--- config.mk ---
export PLATFORM = sky130hd
export DESIGN_NAME = mbrq_front
export DESIGN_NICKNAME = d
export VERILOG_FILES = /design/src/rtl/mbrq_pkg.sv /design/src/rtl/mbrq_front.sv
export SDC_FILE = /design/constraint.sdc
export NUM_CORES = 1
export LEC_CHECK = 0
export BUFFER_PORTS_ARGS = -buffer_cell sky130_fd_sc_hd__buf_2
export CAP_MARGIN = 5
export CORE_UTILIZATION = 53
export DETAILED_ROUTE_END_ITERATION = 10
export GPL_ROUTABILITY_DRIVEN = 0
export PLACE_DENSITY = 0.81
export SLEW_MARGIN = 20
export SYNTH_ARGS = -nofsm -noshare
export SYNTH_HDL_FRONTEND = slang
export SYNTH_SLANG_ARGS = --single-unit
--- constraint.sdc ---
create_clock -name clk_i -period 4.3 [get_ports clk_i]
set_clock_uncertainty 0.05 [all_clocks]
set_input_delay 0.645 -clock clk_i [delete_from_list [all_inputs] [get_ports clk_i]]
set_output_delay 0.645 -clock clk_i [all_outputs]
set_load 0.005 [all_outputs]
--- src/rtl/mbrq_pkg.sv ---
`default_nettype none
package mbrq_pkg;

  localparam int unsigned SLOTS     = 8;
  localparam int unsigned BLOCK_MAX = 64;
  localparam int unsigned ELEM_BITS = 8;
  localparam int unsigned QDEPTH    = 2;

  localparam int unsigned SLOT_W  = $clog2(SLOTS);
  localparam int unsigned IDX_W   = $clog2(BLOCK_MAX);
  localparam int unsigned ADDR_W  = SLOT_W + IDX_W;
  localparam int unsigned HELD_W  = $clog2(SLOTS + 1);
  localparam int unsigned QPTR_W  = $clog2(QDEPTH);
  localparam int unsigned QCNT_W  = $clog2(QDEPTH + 1);

  localparam int unsigned DATA_W  = 8;
  localparam int unsigned LEN_W   = 7;
  localparam int unsigned BE_W    = 7;
  localparam int unsigned POOL_W  = 4;
  localparam int unsigned CMP_W   = (HELD_W > POOL_W) ? HELD_W : POOL_W;
  localparam int unsigned CFG_IDX_W  = 2;
  localparam int unsigned CFG_DATA_W = 7;

  localparam logic [CFG_IDX_W-1:0] CFG_BLOCK_ELEMENTS = 2'd0;
  localparam logic [CFG_IDX_W-1:0] CFG_POOL_BLOCKS    = 2'd1;

  localparam logic [BE_W-1:0]   BE_RESET   = 7'd64;
  localparam logic [POOL_W-1:0] POOL_RESET = 4'd8;

  typedef enum logic [2:0] {
    ST_ACCEPT = 3'd0,
    ST_COMMIT = 3'd1,
    ST_NOBLK  = 3'd2,
    ST_LONG   = 3'd3,
    ST_READ   = 3'd4,
    ST_EMPTY  = 3'd5
  } status_e;

  typedef enum logic {
    OP_WRITE = 1'b0,
    OP_READ  = 1'b1
  } op_e;

  typedef struct packed {
    logic              req_type;
    logic [DATA_W-1:0] data_in;
    logic              last_in;
  } in_item_t;

  typedef struct packed {
    logic [DATA_W-1:0] data_out;
    logic              last_out;
    logic [2:0]        status;
    logic [LEN_W-1:0]  msg_length;
  } out_item_t;

  // classified item as held in the front queue
  typedef struct packed {
    op_e               op;
    logic [DATA_W-1:0] data;
    logic              last;
  } op_item_t;

  typedef struct packed {
    logic [LEN_W-1:0]  bsize;
    logic [POOL_W-1:0] pool;
  } cfg_t;

endpackage
`default_nettype wire

--- src/rtl/mbrq_front.sv ---
`default_nettype none
module mbrq_front (
  input  logic                clk_i,
  input  logic                rst_ni,
  input  logic                in_valid_i,
  output logic                in_ready_o,
  input  mbrq_pkg::in_item_t  in_data_i,
  output logic                head_valid_o,
  input  logic                head_ready_i,
  output mbrq_pkg::op_item_t  head_o
);
  import mbrq_pkg::*;

  op_item_t            entry_q [QDEPTH];
  logic [QPTR_W-1:0]   wr_ptr_q, wr_ptr_d;
  logic [QPTR_W-1:0]   rd_ptr_q, rd_ptr_d;
  logic [QCNT_W-1:0]   count_q, count_d;
  logic                push, pop;
  op_item_t            item;

  assign in_ready_o   = (count_q != QCNT_W'(QDEPTH));
  assign head_valid_o = (count_q != '0);
  assign head_o       = entry_q[rd_ptr_q];
  assign push         = in_valid_i && in_ready_o;
  assign pop          = head_valid_o && head_ready_i;

  always_comb begin
    item.op   = op_e'(in_data_i.req_type);
    item.data = in_data_i.data_in;
    item.last = in_data_i.last_in;
  end

  always_comb begin
    wr_ptr_d = wr_ptr_q;
    rd_ptr_d = rd_ptr_q;
    count_d  = count_q;
    if (push) begin
      wr_ptr_d = (wr_ptr_q == QPTR_W'(QDEPTH - 1)) ? '0 : wr_ptr_q + 1'b1;
    end
    if (pop) begin
      rd_ptr_d = (rd_ptr_q == QPTR_W'(QDEPTH - 1)) ? '0 : rd_ptr_q + 1'b1;
    end
    if (push && !pop) begin
      count_d = count_q + 1'b1;
    end else if (pop && !push) begin
      count_d = count_q - 1'b1;
    end
  end

  always_ff @(posedge clk_i or negedge rst_ni) begin
    if (!rst_ni) begin
      wr_ptr_q <= '0;
      rd_ptr_q <= '0;
      count_q  <= '0;
    end else begin
      wr_ptr_q <= wr_ptr_d;
      rd_ptr_q <= rd_ptr_d;
      count_q  <= count_d;
    end
  end

  always_ff @(posedge clk_i) begin
    if (push) begin
      entry_q[wr_ptr_q] <= item;
    end
  end

endmodule
`default_nettype wire

==> flow_summary.json, run 1 <==
{
  "outcome": "finished, violations left",
  "failed_checks": "design-rule violations",
  "yosysSeqAreaShare_pct": 75.17,
  "cts_root_buffer": "clkbuf_4",
  "core_um2": 1577,
  "rsz0062_at_grt": "false",
  "synth_cell_types": 14,
  "wl_mm": 1.308,
  "hold_buffers": 0,
  "grt_usage_pct": 16.16,
  "drc": 2,
  "cp_cell_sequence": "mux2_2, buf_2",
  "n_antenna_cell": 0,
  "overflow": 0,
  "drive_gt1_share_pct": 53.95,
  "htreeDepth": 1,
  "endpoint_kind": "output pin",
  "syn_inst": 49,
  "tightest_slew_ns": 0.8171,
  "dr.pass1.iters": 8,
  "rr_endpoint": "entry_q[0][7]$_DFFE_PP_",
  "place_inst": 89,
  "io_buffers": 25,
  "clk_pin_slew_ns": 0.11,
  "syn_avg_cell_area_um2": 19.02,
  "crit_fanout": 11,
  "r2r.worst_path.cells": 3,
  "grt_pass1_vias": 501,
  "cts_setup_buffers": 0,
  "post-route-util_pct": 69.29,
  "layout_common_cells": "buf_2, edfxtp_1, mux2_2",
  "leakagePower_nw": 0.4429,
  "antenna_found_initial": 0,
  "die_x_um": 43.94,
  "cts.path.max_buffers": 2,
  "r2r_start": "count_q[0]$_DFFE_PN0P_",
  "path_delay_family": "flip-flops",
  "ir_drop_v": 0.0004813,
  "numCtsBuffers": 3,
  "dp_hpwl_um": 951.2,
  "dieHeight_um": 43.94,
  "synth_largest_area_cell": "edfxtp_1",
  "synth.net_count": 64,
  "slowest_stage": "dfrtp_1",
  "area_delta_synth_final_pct": 17.18,
  "ioPinCount": 26,
  "ys_seq_elements": 24,
  "max_cap_violations": 0,
  "power_density_nw_per_um2": 622.1,
  "r2r_setup_slack_ns": 2.56,
  "drtAntennaViolNets": 0,
  "clock_sinks": 24,
  "critPathBufInv": 1,
  "layout_commonest_cell": "buf_2",
  "synth.top_cell.area_share_pct": 64.43,
  "grt_pass1_wl_mm": 2.118,
  "via_per_inst": 5.217,
  "worst-setup-path-type": "flop to output pin",
  "die_area_um2": 1930,
  "final_cells": 92,
  "cp.required_ns": 3.61,
  "report.power.total_w": 0.0006795,
  "dr_total_vias": 480,
  "cts_resized": 0,
  "tns_ns": 0,
  "fmax_mhz": 466.9,
  "final.min_clock_period_ns": 2.142,
  "crit_arrival_ns": 1.45,
  "start_util_pct": 59.13,
  "num_rows": 14,
  "first_iter_violations": 9,
  "wl_per_cell_um": 14.22,
  "max_stage_delay_ns": 0.64,
  "slew_headroom_pct": 45.33,
  "finalSetupViolCount": 0,
  "hp-class": "input port to asynchronous set/reset pin",
  "synthTopCellsByArea": "edfxtp_1, mux2_2, dfrtp_1",
  "nets": 93,
  "clock_latency_ns": 0.29,
  "syn_area_um2": 932.1,
  "fin_crit_sh_pct": 49.81,
  "grt_max_degree": 13,
  "cts_tree": "yes",
  "cp-start-kind": "flop",
  "hold_viol": 0,
  "drv_slew": 0,
  "ys.warnings.count": 0
}
[worst register-to-register path: stages (launching register included)]
cell and delay (ns):
dfrtp_1 0.44, nand2b_4 0.16, nand2_1 0.10, nor2_1 0.64
[report_power, final]
group          switching [W]  internal (W)
Combinational      0.0000919      0.000127
Clock              0.0000569     0.0000326
Sequential         0.0000472      0.000324
[logic make-up after synthesis]
logic type | after synthesis | share of synthesized area [%]
flip-flops | 24 | 75.17
multiplexers | 10 | 12.08
adder cells (fa/ha/maj) | 1 | 1.342
XOR/XNOR | 5 | 4.699
buffers and inverters | 2 | 1.208
AND/OR/NAND/NOR | 7 | 5.503
[metal layers]
layer | global-route usage, % | wire length, um | up-vias | part of all wire (%)
met1 | 18.55 | 557 | 227 | 43
met5 | 0 | 0 | - | 0
met3 | 2.917 | 46 | 2 | 3.5
met2 | 28.36 | 684 | 14 | 52
met4 | 9.091 | 19 | 0 | 1.5
li1 | - | - | 237 | -
[state kept, by name, summed over array words and instances, names as in the netlist]
register  flops
wr_ptr_q      1
rd_ptr_q      1
entry_q      20
count_q       2
[cell type report]
class | instances | area, um2
flip-flops and latches | 24 | 700.7
fillers | 107 | 484.2
multi-input cells | 23 | 220.2
repair buffers | 25 | 125.1
clock buffers | 3 | 22.52
well taps | 16 | 20.02
inverters | 1 | 3.754
[worst max path at each step]
stage	startpoint	to	slack, ns	cells past startpoint
3_5_place_dp	in_valid_i	entry_q[0][4]$_DFFE_PP_	2.40	3
4_1_cts	rd_ptr_q$_DFFE_PN0P_	head_o[8]	2.14	2
5_1_grt	rd_ptr_q$_DFFE_PN0P_	head_o[7]	2.09	2
3_3_place_gp	in_valid_i	entry_q[0][4]$_DFFE_PP_	2.47	3
2_1_floorplan	in_valid_i	entry_q[0][0]$_DFFE_PP_	2.69	2
6_report	rd_ptr_q$_DFFE_PN0P_	head_o[8]	2.16	2
[metrics by stage]
| step | hold slack (ns) | worst slack [ns] | instance area, um2 |
|---|---|---|---|
| after CTS | 0.07281 | 2.136 | 1092 |
| after global placement | 0.4019 | 2.473 | 1070 |
| final | 0.07673 | 2.158 | 1092 |
| after global routing | 0.06755 | 2.091 | 1092 |
| after detailed placement | 0.4023 | 2.397 | 1070 |
| after floorplan | 0.2994 | 2.694 | 932.1 |
[synth_stat cells]
cell type / count
or2_4: 1
edfxtp_1: 20
buf_4: 1
nand2_4: 1
xnor2_1: 3
nor2_1: 2
nand2b_4: 1
dfrtp_1: 4
and3_1: 1
ha_1: 1
mux2_2: 10
nand2_1: 1
inv_1: 1
xor2_1: 2
Power figures use the tool's default switching activity.
==> inputs of run 2 (changes only) <==
- ABC_AREA: unset -> 1
- CORE_UTILIZATION: 53 -> 45
- PLACE_DENSITY: 0.81 -> 0.73
- clock period: 4.3 -> 1.7 ns (I/O delays scaled with it)
==> run 2 against run 1 <==
  * The run now ends clean
  * Register-to-register slack got worse by 2.3 ns
  * Cell count up 51%
  * Hold slack improved by 0.0054 ns
  * Synthesized cell count up 65%
  * Non-clock buffer count rose by 4
==> flow_summary.json, run 2 <==
{
  "outcome": "complete, no violations",
  "crit_top_cell": "nand2_1",
  "synth.top_cell.area_share_pct": 61.62,
  "design_area_um2": 1186,
  "max_cap_violations": 0,
  "r2r.worst_path.cells": 9,
  "ys.warnings.count": 0,
  "die_x_um": 48.54,
  "synth_flop_cell": "edfxtp_1",
  "tns_ns": 0,
  "io_buffers": 25,
  "cts.path.max_buffers": 2,
  "max_stage_delay_ns": 0.40,
  "syn_area_um2": 974.7,
  "place_area_um2": 1140,
  "synthTopCellsByArea": "edfxtp_1, nand2_1, dfrtp_1",
  "overflow": 0,
  "grt_max_degree": 14,
  "crit_arrival_ns": 1.24,
  "cts_root_buffer": "clkbuf_4",
  "slowest_stage": "dfrtp_1",
  "rr_endpoint": "count_q[1]$_DFFE_PN0P_",
  "hold_viol": 0,
  "path_delay_family": "flip-flops",
  "grt_pass1_vias": 654,
  "cp.required_ns": 1.39,
  "largest_reg_flops": 20,
  "dieHeight_um": 48.54,
  "endpoint_kind": "output pin",
  "synth.net_count": 96,
  "cp_cell_sequence": "inv_1, nand2_1, nand2_1, buf_2",
  "dr.pass1.iters": 3,
  "critPathBufInv": 2,
  "layout_common_cells": "nand2_1, buf_2, edfxtp_1",
  "slew_headroom_pct": 77.42,
  "r2r_setup_slack_ns": 0.25,
  "top_register": "entry_q",
  "top_regs": "entry_q: 20 flops, count_q: 2 flops",
  "area_delta_synth_final_pct": 21.69,
  "drc": 0,
  "syn_avg_cell_area_um2": 12.03,
  "finalSetupViolCount": 0,
  "tightest_slew_ns": 0.3384,
  "antenna_found_initial": 0,
  "layout_commonest_cell": "nand2_1",
  "crit_fanout": 11,
  "numCtsBuffers": 3,
  "first_iter_violations": 12,
  "leakagePower_nw": 0.5549,
  "critical_path.endpoint": "head_o[0]",
  "hp-class": "input port to flop",
  "htreeDepth": 1,
  "cp_num_cells": 4,
  "synth_cell_types": 15,
  "ioPinCount": 26,
  "ys_seq_elements": 24,
  "n_antenna_cell": 0,
  "synth_largest_area_cell": "edfxtp_1",
  "core_um2": 2002,
  "wl_per_cell_um": 10.88,
  "wl_mm": 1.512,
  "drive_gt1_share_pct": 34.82,
  "num_rows": 16,
  "rsz0062_at_grt": "false",
  "cts_setup_buffers": 0,
  "grt_pass1_wl_mm": 2.587,
  "clock_sinks": 24,
  "dp_hpwl_mm": 1.090,
  "power_density_nw_per_um2": 1583,
  "synth_most_common_cell": "nand2_1",
  "synth-edff-count": 20,
  "clk_pin_slew_ns": 0.12,
  "grt_usage_pct": 15.05,
  "dr_total_vias": 631,
  "postSynth.asyncResetShare_pct": 16.67,
  "cp-start-kind": "flop",
  "drtAntennaViolNets": 0,
  "worst-setup-path-type": "flop to output pin",
  "die_area_um2": 2356,
  "r2r_start": "count_q[0]$_DFFE_PN0P_",
  "ir_drop_v": 0.0009578,
  "drv_slew": 0,
  "via_per_inst": 4.540,
  "cts_tree": "yes",
  "nets": 128,
  "start_util_pct": 48.69,
  "fmax_mhz": 646.3,
  "yosysSeqAreaShare_pct": 71.89,
  "clock_latency_ns": 0.30,
  "syn_inst": 81,
  "startpoint": "rd_ptr_q$_DFFE_PN0P_",
  "final.min_clock_period_ns": 1.547,
  "synth_top_cells_by_count": "nand2_1, edfxtp_1, inv_1",
  "fin_crit_sh_pct": 91.02
}
run 2: cells by family (layout without fill, tap and decap cells):
group,after synthesis,in the layout,share of synthesized area (%)
xor+xnor,2,2,2.568
fa+ha+maj,1,1,1.283
buf+inv,9,40,4.364
flops,24,24,71.89
simple gates,45,45,19.90
run 2: area by class of cell:
class	count	area (um2)
Timing Repair Buffer	29	157.7
Sequential cell	24	700.7
Tap cell	27	33.78
Fill cell	164	815.8
Clock buffer	4	36.28
Multi-Input combinational cell	48	231.5
Inverter	7	26.28
run 2: worst min path at each step:
stage	from	endpoint	slack [ns]	cells after the start
after global placement	rst_ni	count_q[0]$_DFFE_PN0P_	0.02	1
after CTS	in_data_i[1]	entry_q[1][1]$_DFFE_PP_	0.08	1
after floorplan	rst_ni	count_q[0]$_DFFE_PN0P_	-0.09	0
after detailed placement	rst_ni	count_q[0]$_DFFE_PN0P_	0.02	1
final	in_data_i[1]	entry_q[1][1]$_DFFE_PP_	0.08	1
after global routing	in_data_i[6]	entry_q[0][6]$_DFFE_PP_	0.06	1
run 2: metrics by stage:
stage / cells / setup WS, ns / power (W) / hold slack, ns / util (%)
4_1_cts: 139 / 0.1225 / 0.001899 / 0.07632 / 59.25
5_1_grt: 139 / 0.02170 / 0.002024 / 0.06381 / 59.25
6_report: 139 / 0.1526 / 0.001878 / 0.08211 / 59.25
3_3_place_gp: 134 / 0.3310 / 0.001589 / 0.01725 / 56.94
2_1_floorplan: 81 / 0.2528 / 0.001357 / -0.09059 / -
3_5_place_dp: 134 / 0.2538 / 0.001622 / 0.01604 / 56.94
run 2: repair_timing:
action | CTS | global route
hold buffers | 1 | 0
endpoints found under the hold margin | 4 | 0
resized for setup | 0 | 0
run 2: per-layer routing:
layer / share of wire [%] / GRT usage [%]
met5: 0 / 0
met3: 4.4 / 3.774
met4: 3.9 / 12.25
met2: 51 / 27.00
met1: 41 / 14.41
run 2: report_power, final:
part	internal, W	total, W	switching, W
Combinational	0.000294	0.000715	0.000421
Sequential	0.000816	0.000882	0.0000664
Clock	0.000131	0.000280	0.000150
run 2: worst register-to-register path: stages, from the launching register on:
cell and delay (ns):
dfrtp_1 0.43, inv_2 0.11, nand2_4 0.06, nand2_4 0.08, inv_1 0.05, ha_1 0.31
inv_1 0.09, nand3_1 0.08, nand2_1 0.06, nand2_1 0.05
==> inputs of run 3 (changes only) <==
- BUFFER_PORTS_ARGS: -buffer_cell sky130_fd_sc_hd__buf_2 -> -buffer_cell sky130_fd_sc_hd__buf_4
- GPL_TIMING_DRIVEN: unset -> 0
- SKIP_CTS_REPAIR_TIMING: unset -> 1
==> run 3 against run 2 <==
  * Total power up 3.0%
  * Cell count down 0.72%
  * Wire length down 2.6%
  * Register-to-register slack about the same
  * First-iteration DRC count down 42%
  * Critical endpoint is now head_o[4]
==> flow_summary.json, run 3 (synthesized netlist as in run 2, its figures left out) <==
{
  "dr_total_vias": 632,
  "wl_per_cell_um": 10.67,
  "finalSetupViolCount": 0,
  "start_util_pct": 48.69,
  "pwr-share-seq_pct": 45.9,
  "cts.path.max_buffers": 2,
  "layout_common_cells": "nand2_1, buf_4, edfxtp_1",
  "rsz0062_at_grt": "false",
  "grt_pass1_vias": 576,
  "ioPinCount": 26,
  "report.power.total_w": 0.001935,
  "hp-class": "input port to flop",
  "top_register": "entry_q",
  "numCtsBuffers": 3,
  "fmax_mhz": 633.9,
  "tns_ns": 0,
  "final.min_clock_period_ns": 1.578,
  "grt_usage_pct": 15.20,
  "fill_cells": 163,
  "ff_latch_area_um2": 700.7,
  "outcome": "complete, no violations",
  "slew_headroom_pct": 64.82,
  "leakagePower_nw": 0.5650,
  "wl_met2_um": 699,
  "drtAntennaViolNets": 0,
  "antenna_found_initial": 0,
  "fin_crit_sh_pct": 92.80,
  "top_regs": "entry_q: 20 flops, count_q: 2 flops",
  "p_int_w": 0.001279,
  "grt_pass1_wl_mm": 2.532,
  "crit_arrival_ns": 1.27,
  "dp_hpwl_mm": 1.047,
  "drc": 0,
  "power_density_nw_per_um2": 1563,
  "drive_gt1_share_pct": 35.14,
  "max_cap_violations": 0,
  "cp-start-kind": "flop",
  "topRoutingLayerUsed": "met4",
  "switchingPower_w": 0.0006561,
  "grt_max_degree": 14,
  "dieHeight_um": 48.54,
  "clk_pin_slew_ns": 0.12,
  "via_per_inst": 4.580,
  "die_x_um": 48.54,
  "p_comb_share_pct": 41.7,
  "ir_drop_v": 0.0008724,
  "endpoint_kind": "output pin",
  "dr_wl_met3_um": 47,
  "overflow": 0,
  "clkPwrFrac_pct": 12.5,
  "multiInputGateArea_um2": 236.5,
  "tightest_slew_ns": 0.5272,
  "htreeDepth": 1,
  "dr.pass1.iters": 4,
  "cp.required_ns": 1.39,
  "core_um2": 2002,
  "cts_tree": "yes",
  "layout_commonest_cell": "nand2_1",
  "largest_reg_flops": 20,
  "hold_viol": 0,
  "clock_latency_ns": 0.30,
  "swShare_pct": 33.91,
  "cts_root_buffer": "clkbuf_4",
  "wl_met1_um": 687,
  "first_iter_violations": 7,
  "wl_mm": 1.473,
  "drv_slew": 0,
  "n_antenna_cell": 0,
  "io_buffers": 25,
  "num_rows": 16,
  "die_area_um2": 2356,
  "crit_fanout": 10,
  "clock_sinks": 24,
  "worst-setup-path-type": "flop to output pin",
  "area_delta_synth_final_pct": 26.96,
  "nets": 127
}
run 3: cell count changes in the layout (fill, tap and decap cells not counted), sizes merged:
cell / delta
buf: -1
clkbuf: -1
clkinv: +1
run 3: path summary, 6_finish.rpt:
check / start / end / slack, ns / cells past startpoint
max: rd_ptr_q$_DFFE_PN0P_ / head_o[4] / 0.12 / 5
min: in_data_i[8] / entry_q[0][8]$_DFFE_PP_ / 0.07 / 1
max reg2reg: count_q[0]$_DFFE_PN0P_ / count_q[1]$_DFFE_PN0P_ / 0.25 / 9
min reg2reg: count_q[0]$_DFFE_PN0P_ / count_q[0]$_DFFE_PN0P_ / 0.49 / 1
max in group asynchronous: rst_ni / rd_ptr_q$_DFFE_PN0P_ / 1.29 / 2
min in group asynchronous: rst_ni / count_q[0]$_DFFE_PN0P_ / 0.21 / 2
run 3: final cells by class:
cell class | instances | share of cell area [%]
Clock buffer | 3 | 1.820
Buffer | 2 | 1.314
Tap cell | 27 | 2.730
Timing Repair Buffer | 26 | 15.98
Clock inverter | 1 | 0.3033
Inverter | 7 | 2.123
Multi-Input combinational cell | 48 | 19.11
Sequential cell | 24 | 56.62
run 3: per-layer routing:
metal | track usage, % | up-vias
met2 | 25.82 | 16
met3 | 2.830 | 4
li1 | - | 321
met4 | 8.824 | 0
met1 | 18.05 | 291
met5 | 0 | -
run 3: power by group through the flow:
stage                     combinational, W  clock, W  sequential [W]
after detailed placement          0.000806         0        0.000900
after CTS                         0.000807  0.000245        0.000888
after global routing              0.000906  0.000267        0.000906
final                             0.000806  0.000241        0.000888
after global placement            0.000782         0        0.000896
after floorplan                   0.000469         0        0.000888
run 3: per-stage QoR:
stage / setup slack (ns) / cell area (um2) / util [%] / hold slack [ns] / instances
floorplan: 0.2528 / 974.7 / - / -0.09059 / 81
global placement: 0.03175 / 1196 / 59.75 / 0.005811 / 133
detailed placement: 0.01795 / 1196 / 59.75 / 0.003530 / 133
CTS: 0.005984 / 1222 / 61.06 / -0.3335 / 137
global route: 0.02077 / 1237 / 61.81 / 0.05808 / 138
finish: 0.1224 / 1237 / 61.81 / 0.07310 / 138
run 3: worst max-delay path, stage by stage, from the launching register on:
cell     delay [ns]
dfrtp_1        0.42
inv_1          0.07
buf_2          0.22
nand2_1        0.07
nand2_1        0.08
buf_4          0.11
